**src/hw/rtl/i2s_tmt_pkg.sv**
```systemverilog
// ----------------------------------------------------------------------------
// I2S tone transmitter package
// Shared types, register indexes, defaults and sine polynomial coefficients.
// ----------------------------------------------------------------------------
package i2s_tmt_pkg;

  localparam int WORD_BITS_DEFAULT        = 16;
  localparam int SINE_TABLE_DEPTH_DEFAULT = 1024;

  localparam int SAMPLE_BITS = 16;
  localparam int CFG_DATA_W  = 32;
  localparam int CFG_INDEX_W = 1;
  localparam int POLY_W      = 17;
  localparam int PROD_W      = 2 * POLY_W;
  localparam int MAG_W       = 15;

  localparam logic [7:0]  GAIN_RESET       = 8'd100;
  localparam logic [31:0] PHASE_STEP_RESET = 32'd118111601;
  localparam logic [4:0]  BIT_COUNT_MAX    = 5'd31;
  localparam logic [POLY_W-1:0] POLY_SEED  = 17'd11;

  typedef enum logic [CFG_INDEX_W-1:0] {
    REG_GAIN       = 1'b0,
    REG_PHASE_STEP = 1'b1
  } cfg_reg_t;

  typedef enum logic {
    OP_WORD_SELECT = 1'b0,
    OP_BIT_CLOCK   = 1'b1
  } pin_op_t;

  typedef enum logic [2:0] {
    ST_IDLE,
    ST_ACC,
    ST_SQR,
    ST_POLY,
    ST_SINE,
    ST_SCALE
  } seq_state_t;

  // Horner coefficients, Q16, applied after the seed value
  function automatic logic [POLY_W-1:0] poly_coef(input logic [1:0] idx);
    logic [POLY_W-1:0] c;
    case (idx)
      2'd0:    c = 17'd307;
      2'd1:    c = 17'd5223;
      2'd2:    c = 17'd42334;
      2'd3:    c = 17'd102944;
      default: c = 17'd0;
    endcase
    return c;
  endfunction

endpackage

```
**src/hw/rtl/i2s_tone_microphone_transmitter.sv**
```systemverilog
// ----------------------------------------------------------------------------
// I2S tone microphone transmitter
// Left-channel I2S data source that sends a scaled sine test tone.
// ----------------------------------------------------------------------------
// Each input transaction reports one pin edge. A rising bit clock edge
// yields one data bit on the master side; a rising word select or falling
// bit clock edge yields nothing. A falling word select edge starts a left
// frame and keeps the block busy for one phase add, one squaring, four
// polynomial steps, one sine product and one gain product; all but the
// phase add go through a single shared 17x17 multiplier.
// Reset runs the same sequence to form the first tone sample.
// SINE_TABLE_DEPTH must be a power of two. Register writes must be made so
// they apply at the next frame start; the block itself does not enforce this.
module i2s_tone_microphone_transmitter #(
  parameter int WORD_BITS        = i2s_tmt_pkg::WORD_BITS_DEFAULT,
  parameter int SINE_TABLE_DEPTH = i2s_tmt_pkg::SINE_TABLE_DEPTH_DEFAULT
) (
  input  logic                                clk,
  input  logic                                rst,
  input  logic                                s_tvalid,
  output logic                                s_tready,
  input  logic [7:0]                          s_tdata,   // level, ws_level
  input  logic                                s_tuser,   // op
  output logic                                m_tvalid,
  input  logic                                m_tready,
  output logic [7:0]                          m_tdata,   // data_bit
  input  logic                                cfg_we,
  input  logic [i2s_tmt_pkg::CFG_INDEX_W-1:0] cfg_index,
  input  logic [i2s_tmt_pkg::CFG_DATA_W-1:0]  cfg_wdata
);

  localparam int AW = $clog2(SINE_TABLE_DEPTH);
  localparam int SH = 18 - AW;
  localparam int PW = i2s_tmt_pkg::POLY_W;
  localparam int MW = i2s_tmt_pkg::MAG_W;
  localparam logic [5:0] WORD_LEN = 6'(WORD_BITS);
  localparam logic [5:0] SAMPLE_LEN = 6'(i2s_tmt_pkg::SAMPLE_BITS);

  i2s_tmt_pkg::seq_state_t state, state_next;

  logic [7:0]              gain;
  logic [31:0]             phase_step;
  logic [31:0]             phase_acc;
  logic [15:0]             tone_sample;
  logic [4:0]              bit_count;
  logic                    delay_done;
  logic [PW-1:0]           t2;
  logic [PW-1:0]           poly;
  logic [1:0]              coef_idx;
  logic [MW-1:0]           mag;

  logic [17:0]             u;
  logic [PW-1:0]           t_cur;
  logic [14:0]             gain_k;
  logic [PW-1:0]           mul_a;
  logic [PW-1:0]           mul_b;
  logic [i2s_tmt_pkg::PROD_W-1:0] prod;
  logic [PW-1:0]           sine_s;
  logic [18:0]             scaled;
  logic [15:0]             scaled_mag;
  logic                    take;
  logic                    frame_start;
  logic                    bit_edge;
  logic                    word_bit;
  logic                    data_bit;

  assign take        = s_tvalid && s_tready;
  assign frame_start = take && (s_tuser == i2s_tmt_pkg::OP_WORD_SELECT) && !s_tdata[0];
  assign bit_edge    = take && (s_tuser == i2s_tmt_pkg::OP_BIT_CLOCK) && s_tdata[0];

  // quarter-wave argument from the table index
  assign u      = 18'(phase_acc[31 -: AW]) << SH;
  assign t_cur  = u[16] ? (17'h10000 - {1'b0, u[15:0]}) : {1'b0, u[15:0]};
  assign gain_k = (15'(gain) << 7) - (15'(gain) << 3);

  assign prod   = mul_a * mul_b;
  assign sine_s = PW'(prod >> 17);
  assign scaled = 19'(prod >> 15);
  assign scaled_mag = (scaled > 19'd32767) ? 16'd32767 : scaled[15:0];

  always_comb begin
    word_bit = 1'b0;
    if ((6'(bit_count) < WORD_LEN) && (6'(bit_count) < SAMPLE_LEN)) begin
      word_bit = tone_sample[4'(i2s_tmt_pkg::SAMPLE_BITS - 1) - bit_count[3:0]];
    end
  end

  assign data_bit = (s_tdata[1] || !delay_done) ? 1'b0 : word_bit;

  // next state
  always_comb begin
    state_next = state;
    case (state)
      i2s_tmt_pkg::ST_IDLE:  if (frame_start) state_next = i2s_tmt_pkg::ST_ACC;
      i2s_tmt_pkg::ST_ACC:   state_next = i2s_tmt_pkg::ST_SQR;
      i2s_tmt_pkg::ST_SQR:   state_next = i2s_tmt_pkg::ST_POLY;
      i2s_tmt_pkg::ST_POLY:  if (coef_idx == 2'd3) state_next = i2s_tmt_pkg::ST_SINE;
      i2s_tmt_pkg::ST_SINE:  state_next = i2s_tmt_pkg::ST_SCALE;
      i2s_tmt_pkg::ST_SCALE: state_next = i2s_tmt_pkg::ST_IDLE;
      default:               state_next = i2s_tmt_pkg::ST_IDLE;
    endcase
  end

  // outputs and multiplier operand select
  always_comb begin
    s_tready = 1'b0;
    mul_a    = t_cur;
    mul_b    = t_cur;
    case (state)
      i2s_tmt_pkg::ST_IDLE:  s_tready = !m_tvalid || m_tready;
      i2s_tmt_pkg::ST_POLY: begin
        mul_a = t2;
        mul_b = poly;
      end
      i2s_tmt_pkg::ST_SINE:  mul_b = poly;
      i2s_tmt_pkg::ST_SCALE: begin
        mul_a = PW'(mag);
        mul_b = PW'(gain_k);
      end
      default: begin
        mul_a = t_cur;
        mul_b = t_cur;
      end
    endcase
  end

  always_ff @(posedge clk) begin
    if (rst) begin
      state      <= i2s_tmt_pkg::ST_ACC;
      gain       <= i2s_tmt_pkg::GAIN_RESET;
      phase_step <= i2s_tmt_pkg::PHASE_STEP_RESET;
      phase_acc  <= '0;
      bit_count  <= '0;
      delay_done <= 1'b0;
      coef_idx   <= '0;
      m_tvalid   <= 1'b0;
    end else begin
      state <= state_next;
      if (cfg_we) begin
        case (cfg_index)
          i2s_tmt_pkg::REG_GAIN:       gain <= cfg_wdata[7:0];
          i2s_tmt_pkg::REG_PHASE_STEP: phase_step <= cfg_wdata;
          default: ;
        endcase
      end
      if (bit_edge) begin
        m_tvalid <= 1'b1;
      end else if (m_tvalid && m_tready) begin
        m_tvalid <= 1'b0;
      end
      if (frame_start) begin
        bit_count  <= '0;
        delay_done <= 1'b0;
      end
      if (bit_edge) begin
        if (!s_tdata[1]) begin
          if (!delay_done) begin
            delay_done <= 1'b1;
          end else if (bit_count != i2s_tmt_pkg::BIT_COUNT_MAX) begin
            bit_count <= bit_count + 5'd1;
          end
        end
      end
      case (state)
        i2s_tmt_pkg::ST_ACC:  phase_acc <= phase_acc + phase_step;
        i2s_tmt_pkg::ST_SQR:  coef_idx <= '0;
        i2s_tmt_pkg::ST_POLY: coef_idx <= coef_idx + 2'd1;
        default: ;
      endcase
    end
  end

  // datapath, no reset
  always_ff @(posedge clk) begin
    if (bit_edge) m_tdata <= {7'd0, data_bit};
    case (state)
      i2s_tmt_pkg::ST_SQR: begin
        t2   <= PW'(prod >> 16);
        poly <= i2s_tmt_pkg::POLY_SEED;
      end
      i2s_tmt_pkg::ST_POLY:
        poly <= i2s_tmt_pkg::poly_coef(coef_idx) - PW'(prod >> 16);
      i2s_tmt_pkg::ST_SINE:
        mag <= (sine_s > 17'd32767) ? 15'h7FFF : sine_s[MW-1:0];
      i2s_tmt_pkg::ST_SCALE:
        tone_sample <= u[17] ? (16'd0 - scaled_mag) : scaled_mag;
      default: ;
    endcase
  end

endmodule

```
**config.mk**
```make
export PLATFORM = sky130hd
export DESIGN_NAME = i2s_tone_microphone_transmitter
export DESIGN_NICKNAME = d
export VERILOG_FILES = /design/src/hw/rtl/i2s_tmt_pkg.sv /design/src/hw/rtl/i2s_tone_microphone_transmitter.sv
export SDC_FILE = /design/constraint.sdc
export NUM_CORES = 1
export LEC_CHECK = 0
export CAP_MARGIN = 10
export CORE_MARGIN = 10
export CORE_UTILIZATION = 45
export CTS_CLUSTER_SIZE = 28
export DETAILED_ROUTE_END_ITERATION = 8
export DONT_BUFFER_PORTS = 1
export HOLD_SLACK_MARGIN = 0.05
export PLACE_DENSITY = 0.66
export SLEW_MARGIN = 20
export SYNTH_ARGS = -nofsm -noshare
export SYNTH_HDL_FRONTEND = slang
export SYNTH_SLANG_ARGS = --single-unit
```
**constraint.sdc**
```tcl
create_clock -name clk -period 17 [get_ports clk]
set_clock_uncertainty 0.1 [all_clocks]
set_input_delay 0.85 -clock clk [delete_from_list [all_inputs] [get_ports clk]]
set_output_delay 0.85 -clock clk [all_outputs]
set_load 0.1 [all_outputs]
```
==> results.sh, run 1 <==
export IMPL_outcome="completed"
export IMPL_first_global_vias=14723
export IMPL_numCtsBuffers=17
export IMPL_maxCapViolations=0
export IMPL_dp_hpwl_um=36100
export IMPL_synth_top_cell_by_area="fa_1"
export IMPL_rsz0062_at_grt="no"
export IMPL_viasPerCell=5.60
export IMPL_synthTopCellsByCount="nand2_1, inv_1, fa_1, ha_1, nor2_1"
export IMPL_total_power_uw=1940
export IMPL_diodes=0
export IMPL_hold_buffers=0
export IMPL_vdd_ir_drop_max_mv=0.0842
export IMPL_start_util_pct=45.6
export IMPL_r2r_start="state[1]$_SDFFE_PP0P_"
export IMPL_firstDrtPassIters=6
export IMPL_worstHoldPathType="reg -> reg"
export IMPL_synthMostInstantiatedCell="nand2_1"
export IMPL_slew_headroom_pct=21.9
export IMPL_antenna_left=0
export IMPL_die_w_um=221
export IMPL_grt_start_max_net_pins=71
export IMPL_synth_seq_area_share_pct=20.2
export IMPL_synth_edf_count=66
export IMPL_antenna_found_initial=1
export IMPL_finalNonFillerCells=2629
export IMPL_crit_required_ns=17.05
export IMPL_startpoint="state[1]$_SDFFE_PP0P_"
export IMPL_ys_ff_latch=150
export IMPL_postRouteWirelength_um=47300
export IMPL_worstSetupEndpointType="register"
export IMPL_endpoint="poly[15]$_SDFFCE_PN0P_"
export IMPL_fin_util_pct=48.3
export IMPL_grt_first_pass_wirelength_um=77600
export IMPL_place_area_um2=18700
export IMPL_grt_usage_pct=19.3
export IMPL_gp_congestion=0.928
export IMPL_wl_per_cell_um=18.0
export IMPL_remaining_drc_errors=0
export IMPL_netlist_top_cells_area="fa_1, ha_1, edfxtp_1, dfxtp_1, nand2_1"
export IMPL_r2r_slack_ns=4.79
export IMPL_route_vias_total=14715
export IMPL_synthCells=2137
export IMPL_crit_path_max_incr_delay_ns=0.91
export IMPL_gr_total_overflow=0
export IMPL_r2r_cells=35
export IMPL_reg2reg_to="poly[15]$_SDFFCE_PN0P_"
export IMPL_die_h_um=221
export IMPL_ios=57
export IMPL_fin_area_um2=19300
export IMPL_cp_num_buf_inv=7
export IMPL_critical_path_slowest_cell="a32o_1"
export IMPL_start_kind="register"
export IMPL_yosys_warnings=0
export IMPL_postCtsSetupBuffers=0
export IMPL_drtIter0Drc=1183
export IMPL_timing_final_hold_violations=0
export IMPL_period_share_pct=71.8
export IMPL_synth_top_area_share_pct=24.7
export IMPL_slew_viol_final=0
export IMPL_crit_family="adder cells"
export IMPL_fmax_mhz=81.9
export IMPL_post_cts_resized=0
export IMPL_clockBufferDepth=2
export IMPL_tightestPinTransition_ns=1.17
export IMPL_seq_area_um2=3660
export IMPL_synthFlopType="dfxtp_1"
export IMPL_n_fill_cell=3853
export IMPL_setup_violations=0
export IMPL_p_per_area_nw_per_um2=101
export IMPL_tns_ns=0
export IMPL_drive_above_1_share_pct=4.42
export IMPL_rows=73
export IMPL_ys_types=84
export IMPL_syn_to_final_growth_pct=6.01
export IMPL_clkLatencyLatePin_ns=0.42
export IMPL_cp_arrival_ns=12.26
export IMPL_core_um2=39800
export IMPL_crit_top_cell="inv_1"
export IMPL_path_class="reg -> reg"
export IMPL_tritoncts="built"
export IMPL_worst_path_max_fanout=20
export IMPL_syn_cell_area_um2=18200
export IMPL_period_minus_slack_ns=12.21
export IMPL_async_flop_share_pct=0
export IMPL_nets=2527
export IMPL_multiInputGateArea_um2=13000
export IMPL_cts_sinks=150
export IMPL_ctsHtreeMaxLevel=4
export IMPL_dieArea_um2=48800
export IMPL_synth_area_per_cell_um2=8.50
export IMPL_port_buffers=0
export IMPL_p_leak_uw=0.00912
export IMPL_cts_root_buffer="clkbuf_16"
export IMPL_clk_pin_slew_ns=0.06
export IMPL_dp_cells=2599
export IMPL_worst_path_stages=35
-- worst min path at each step --
stage	from	endpoint	slack, ns	depth (start not counted)
global placement	phase_acc[11]$_SDFFE_PP0P_	phase_acc[11]$_SDFFE_PP0P_	0.34	2
CTS	phase_acc[14]$_SDFFE_PP0P_	phase_acc[14]$_SDFFE_PP0P_	0.35	2
finish	phase_acc[14]$_SDFFE_PP0P_	phase_acc[14]$_SDFFE_PP0P_	0.35	2
global route	phase_acc[14]$_SDFFE_PP0P_	phase_acc[14]$_SDFFE_PP0P_	0.37	2
detailed placement	phase_acc[14]$_SDFFE_PP0P_	phase_acc[14]$_SDFFE_PP0P_	0.34	2
floorplan	phase_acc[10]$_SDFFE_PP0P_	phase_acc[10]$_SDFFE_PP0P_	0.34	2
-- layer usage --
metal	routed length, um	vias up	global-route usage (%)	part of all wire (%)
met3	3760	58	3.10	8.0
met1	21300	7250	27.0	45
li1	-	6878	-	-
met2	21300	529	30.4	45
met4	904	0	4.93	1.9
met5	0	-	0	0
-- worst register-to-register path, delay by kind of cell (launching register included) --
family | cells | cell delay [ns]
buffers and inverters | 7 | 1.19
flip-flops | 1 | 0.56
adder cells (fa/ha/maj) | 8 | 3.85
AND/OR/NAND/NOR | 8 | 2.69
XOR/XNOR | 2 | 0.69
AO/OA/AOI/OAI | 10 | 2.87
-- placed cells by master (no fill, tap or decap), types with 5 or more instances in the layout --
master     instances
a31o_2             6
mux4_2             5
nand4_1           12
xnor2_1           42
conb_1             7
nor4_1             7
buf_4             24
nor2b_1           14
nor2_1           131
o31ai_1            6
o21a_1            13
inv_1            320
nand3_1           41
a21o_1            25
nor3_1            20
o22ai_1           18
o21ai_1            7
ha_1             163
a211oi_1          12
edfxtp_1          66
clkbuf_16         19
o211ai_1           6
and2_1            42
a31oi_1            9
a22o_1            13
o21ai_0           52
dfxtp_1           84
nand2_1          417
fa_1             224
mux2i_1            6
or3_1             13
a22oi_1           18
nand2b_1          15
a21oi_1          117
xor2_1            22
and3_1             8
-- cell families after synthesis --
group	share of synthesized area, %
AND/OR/NAND/NOR	18.2
buffers and inverters	8.78
adder cells (fa/ha/maj)	35.9
AO/OA/AOI/OAI	12.6
flip-flops	20.2
XOR/XNOR	3.21
multiplexers	1.01
other	0.0206
-- stage by stage --
stage               hold WS (ns)  setup slack (ns)
floorplan                  0.336              7.07
global placement           0.336              5.07
detailed placement         0.342              4.93
CTS                        0.350              4.89
global route               0.373              4.11
finish                     0.346              4.79
-- layout make-up --
type	instances	area share [%]
clock buffers	22	2.44
inverters	322	6.28
multi-input cells	1577	67.4
repair buffers	25	1.07
clock inverters	8	0.396
well taps	525	3.41
flip-flops and latches	150	19.0
-- flip-flops by register name (all words and copies together), names as in the netlist, 2 cells and up --
name	count
state	3
phase_step	32
phase_acc	32
t2	17
mag	15
bit_count	5
poly	17
tone_sample	16
gain	8
coef_idx	2
-- power breakdown --
part / internal [uW] / switching, uW
clock: 210 / 144
combinational: 406 / 717
sequential: 443 / 21.1
No activity file was read; power rests on OpenSTA's default activity.
==> inputs of run 2 (changes only) <==
--- a/config.mk
+++ b/config.mk
@@ -5,6 +5,7 @@
 export SDC_FILE = /design/constraint.sdc
 export NUM_CORES = 1
 export LEC_CHECK = 0
+export ABC_AREA = 1
 export CAP_MARGIN = 10
 export CORE_MARGIN = 10
 export CORE_UTILIZATION = 45
==> constraint.sdc (replaced) <==
create_clock -name clk -period 11.6 [get_ports clk]
set_clock_uncertainty 0.1 [all_clocks]
set_input_delay 0.58 -clock clk [delete_from_list [all_inputs] [get_ports clk]]
set_output_delay 0.58 -clock clk [all_outputs]
set_load 0.1 [all_outputs]
==> run 2 against run 1 <==
Effect of this change: design area is 5.9% higher; setup slack got worse by 3.6 ns; maximum frequency rose by 17%; synthesized cell count increased by 22%; synthesized area rose by 5.8%; first-iteration DRC count shrank 2.3%; worst hold slack got worse by 0.23 ns; via count up 11%; wire length increased by 10%; global-route usage rose by 1.7 points; critical endpoint is now poly[11]$_SDFFCE_PN0P_; largest cell class unchanged.
==> results.sh, run 2 <==
export IMPL_wl_met1_um=23400
export IMPL_outcome="completed"
export IMPL_dp_hpwl_um=41900
export IMPL_reg_largest_list="phase_acc x32, phase_step x32"
export IMPL_final_common_cell="nand2_1"
export IMPL_crit_path_max_incr_delay_ns=0.59
export IMPL_die_w_um=227
export IMPL_tightestPinTransition_ns=1.03
export IMPL_grt_usage_pct=21.0
export IMPL_route_vias_total=16402
export IMPL_remaining_drc_errors=0
export IMPL_synthFlopType="dfxtp_1"
export IMPL_synth_compound_area_share_pct=9.87
export IMPL_r2r_cells=43
export IMPL_drtIter0Drc=1156
export IMPL_highest_layer="met4"
export IMPL_start_util_pct=45.7
export IMPL_muxShareOfSynthArea_pct=0
export IMPL_synthMostInstantiatedCell="nand2_1"
export IMPL_period_share_pct=90.0
export IMPL_viasPerCell=5.23
export IMPL_synth_xor_area_share_pct=1.92
export IMPL_drive_above_1_share_pct=4.08
export IMPL_yosys_warnings=0
export IMPL_fmax_mhz=95.8
export IMPL_ios=57
export IMPL_synth_seq_area_share_pct=19.1
export IMPL_timing_final_hold_violations=0
export IMPL_met3_length_um=3430
export IMPL_syn_to_final_growth_pct=6.19
export IMPL_synth_top_area_share_pct=23.3
export IMPL_netlist_top_cells_area="fa_1, nand2_1, inv_1, ha_1, edfxtp_1"
export IMPL_ctsHtreeMaxLevel=4
export IMPL_slew_viol_final=0
export IMPL_clockBufferDepth=2
export IMPL_synth_top_cell_by_area="fa_1"
export IMPL_synthTopCellsByCount="nand2_1, inv_1, nor2_1, fa_1, ha_1"
export IMPL_crit_required_ns=11.70
export IMPL_final_cell_mix="nand2_1, inv_1, nor2_1, fa_1, ha_1"
export IMPL_clkLatencyLatePin_ns=0.44
export IMPL_worstHoldPathType="in -> reg"
export IMPL_tns_ns=0
export IMPL_grt_start_max_net_pins=73
export IMPL_syn_cell_area_um2=19200
export IMPL_diodes=0
export IMPL_r2r_start="state[2]$_SDFFE_PP0P_"
export IMPL_first_global_vias=16511
export IMPL_synth_top_family_by_area="adder cells"
export IMPL_synth_area_per_cell_um2=7.39
export IMPL_yosys_area_share_adder_pct=34.0
export IMPL_tritoncts="built"
export IMPL_cp_arrival_ns=10.54
export IMPL_dieArea_um2=51300
export IMPL_synthSimpleGateAreaFrac_pct=22.4
export IMPL_cts_root_buffer="clkbuf_16"
export IMPL_numCtsBuffers=17
export IMPL_multiInputGateArea_um2=13100
export IMPL_route_met2_wl_um=24200
export IMPL_slew_headroom_pct=31.3
export IMPL_cts_sinks=150
export IMPL_synthCells=2600
export IMPL_nets=3021
export IMPL_firstDrtPassIters=7
export IMPL_post_cts_resized=0
export IMPL_seq_area_um2=3660
export IMPL_grt_first_pass_wirelength_um=85600
export IMPL_endpoint="poly[11]$_SDFFCE_PN0P_"
export IMPL_async_flop_share_pct=0
export IMPL_rsz0062_at_grt="no"
export IMPL_postCtsSetupBuffers=0
export IMPL_maxCapViolations=0
export IMPL_synth_edf_count=66
export IMPL_reg2reg_to="poly[11]$_SDFFCE_PN0P_"
export IMPL_ys_types=57
export IMPL_postRouteWirelength_um=52200
export IMPL_wl_per_cell_um=16.6
export IMPL_critical_path_slowest_cell="inv_1"
export IMPL_die_h_um=227
export IMPL_path_class="reg -> reg"
export IMPL_crit_top_cell="nand2_1"
export IMPL_ys_ff_latch=150
export IMPL_gp_congestion=0.938
export IMPL_timing_hold_ws_ns=0.112
export IMPL_start_kind="register"
export IMPL_antenna_found_initial=0
export IMPL_clk_pin_slew_ns=0.06
export IMPL_worst_path_max_fanout=19
export IMPL_hold_buffers=0
export IMPL_setup_violations=0
export IMPL_antenna_left=0
export IMPL_rows=75
export IMPL_port_buffers=0
export IMPL_startpoint="state[2]$_SDFFE_PP0P_"
export IMPL_worstSetupEndpointType="register"
export IMPL_period_minus_slack_ns=10.44
export IMPL_core_um2=42000
export IMPL_n_fill_cell=4106
export IMPL_gr_total_overflow=0
export IMPL_r2r_slack_ns=1.16
[run 2: cell count changes in the layout (fill, tap and decap cells not counted), moves of 16 or more]
cell      delta
nor2_1     +106
a21o_1      -22
and2_1      -41
xnor2_1     -35
nand3_1     +41
a22oi_1     -16
o21ai_0     +66
o21bai_1    +20
nand2_1    +229
inv_1      +238
[run 2: worst min path at each step]
stage,startpoint,to,slack [ns],cells after the start
after floorplan,phase_step[0]$_SDFFE_PP1P_,phase_step[0]$_SDFFE_PP1P_,0.35,2
after CTS,rst,bit_count[1]$_SDFF_PP0_,0.1,1
after global routing,rst,m_tvalid$_SDFFE_PP0P_,0.1,1
after detailed placement,phase_step[10]$_SDFFE_PP1P_,phase_step[10]$_SDFFE_PP1P_,0.37,2
after global placement,phase_step[13]$_SDFFE_PP1P_,phase_step[13]$_SDFFE_PP1P_,0.36,2
final,rst,phase_acc[31]$_SDFFE_PP0P_,0.11,1
[run 2: kinds of logic (layout without fill, tap and decap cells)]
logic type      after synthesis  count (layout)
compound gates              330             330
xor+xnor                     42              42
fa+ha+maj                   387             387
buf+inv                     642             636
flops                       150             150
other cells                   1               7
simple gates               1048            1048
[run 2: critical path, delay by kind of cell, from the launching register on]
kind,cells,cell delay [ns]
AOI/OAI and AO/OA,5,1.41
and+or+nand+nor,17,2.11
buffers and inverters,12,2.21
DFF,1,0.38
adders and majority gates,8,3.60
xor gates and xnor gates,1,0.34
[run 2: through the flow]
step           setup slack [ns]  area [um^2]  instances  utilization [%]
2_1_floorplan              2.47        19200       2606                -
3_3_place_gp               1.48        19800       3107             47.2
3_5_place_dp               1.38        19800       3107             47.2
4_1_cts                    1.31        20400       3139             48.5
5_1_grt                   0.402        20400       3139             48.5
6_report                   1.16        20400       3139             48.5
[run 2: layer usage]
metal	vias to the layer above	GRT usage [%]
met5	-	0
met3	70	3.48
met4	0	5.67
met1	7856	28.1
li1	7966	-
met2	510	34.5
[run 2: cell type report]
class / instances / share of cell area [%]
Tap cell: 539 / 3.31
Inverter: 572 / 10.5
Multi-Input combinational cell: 1814 / 64.3
Timing Repair Buffer: 32 / 1.18
Clock inverter: 12 / 0.436
Clock buffer: 20 / 2.25
Sequential cell: 150 / 18.0
Power of run 2 is not shown: default switching activity piles up to over one toggle a cycle in this logic, so the estimate is an artifact.
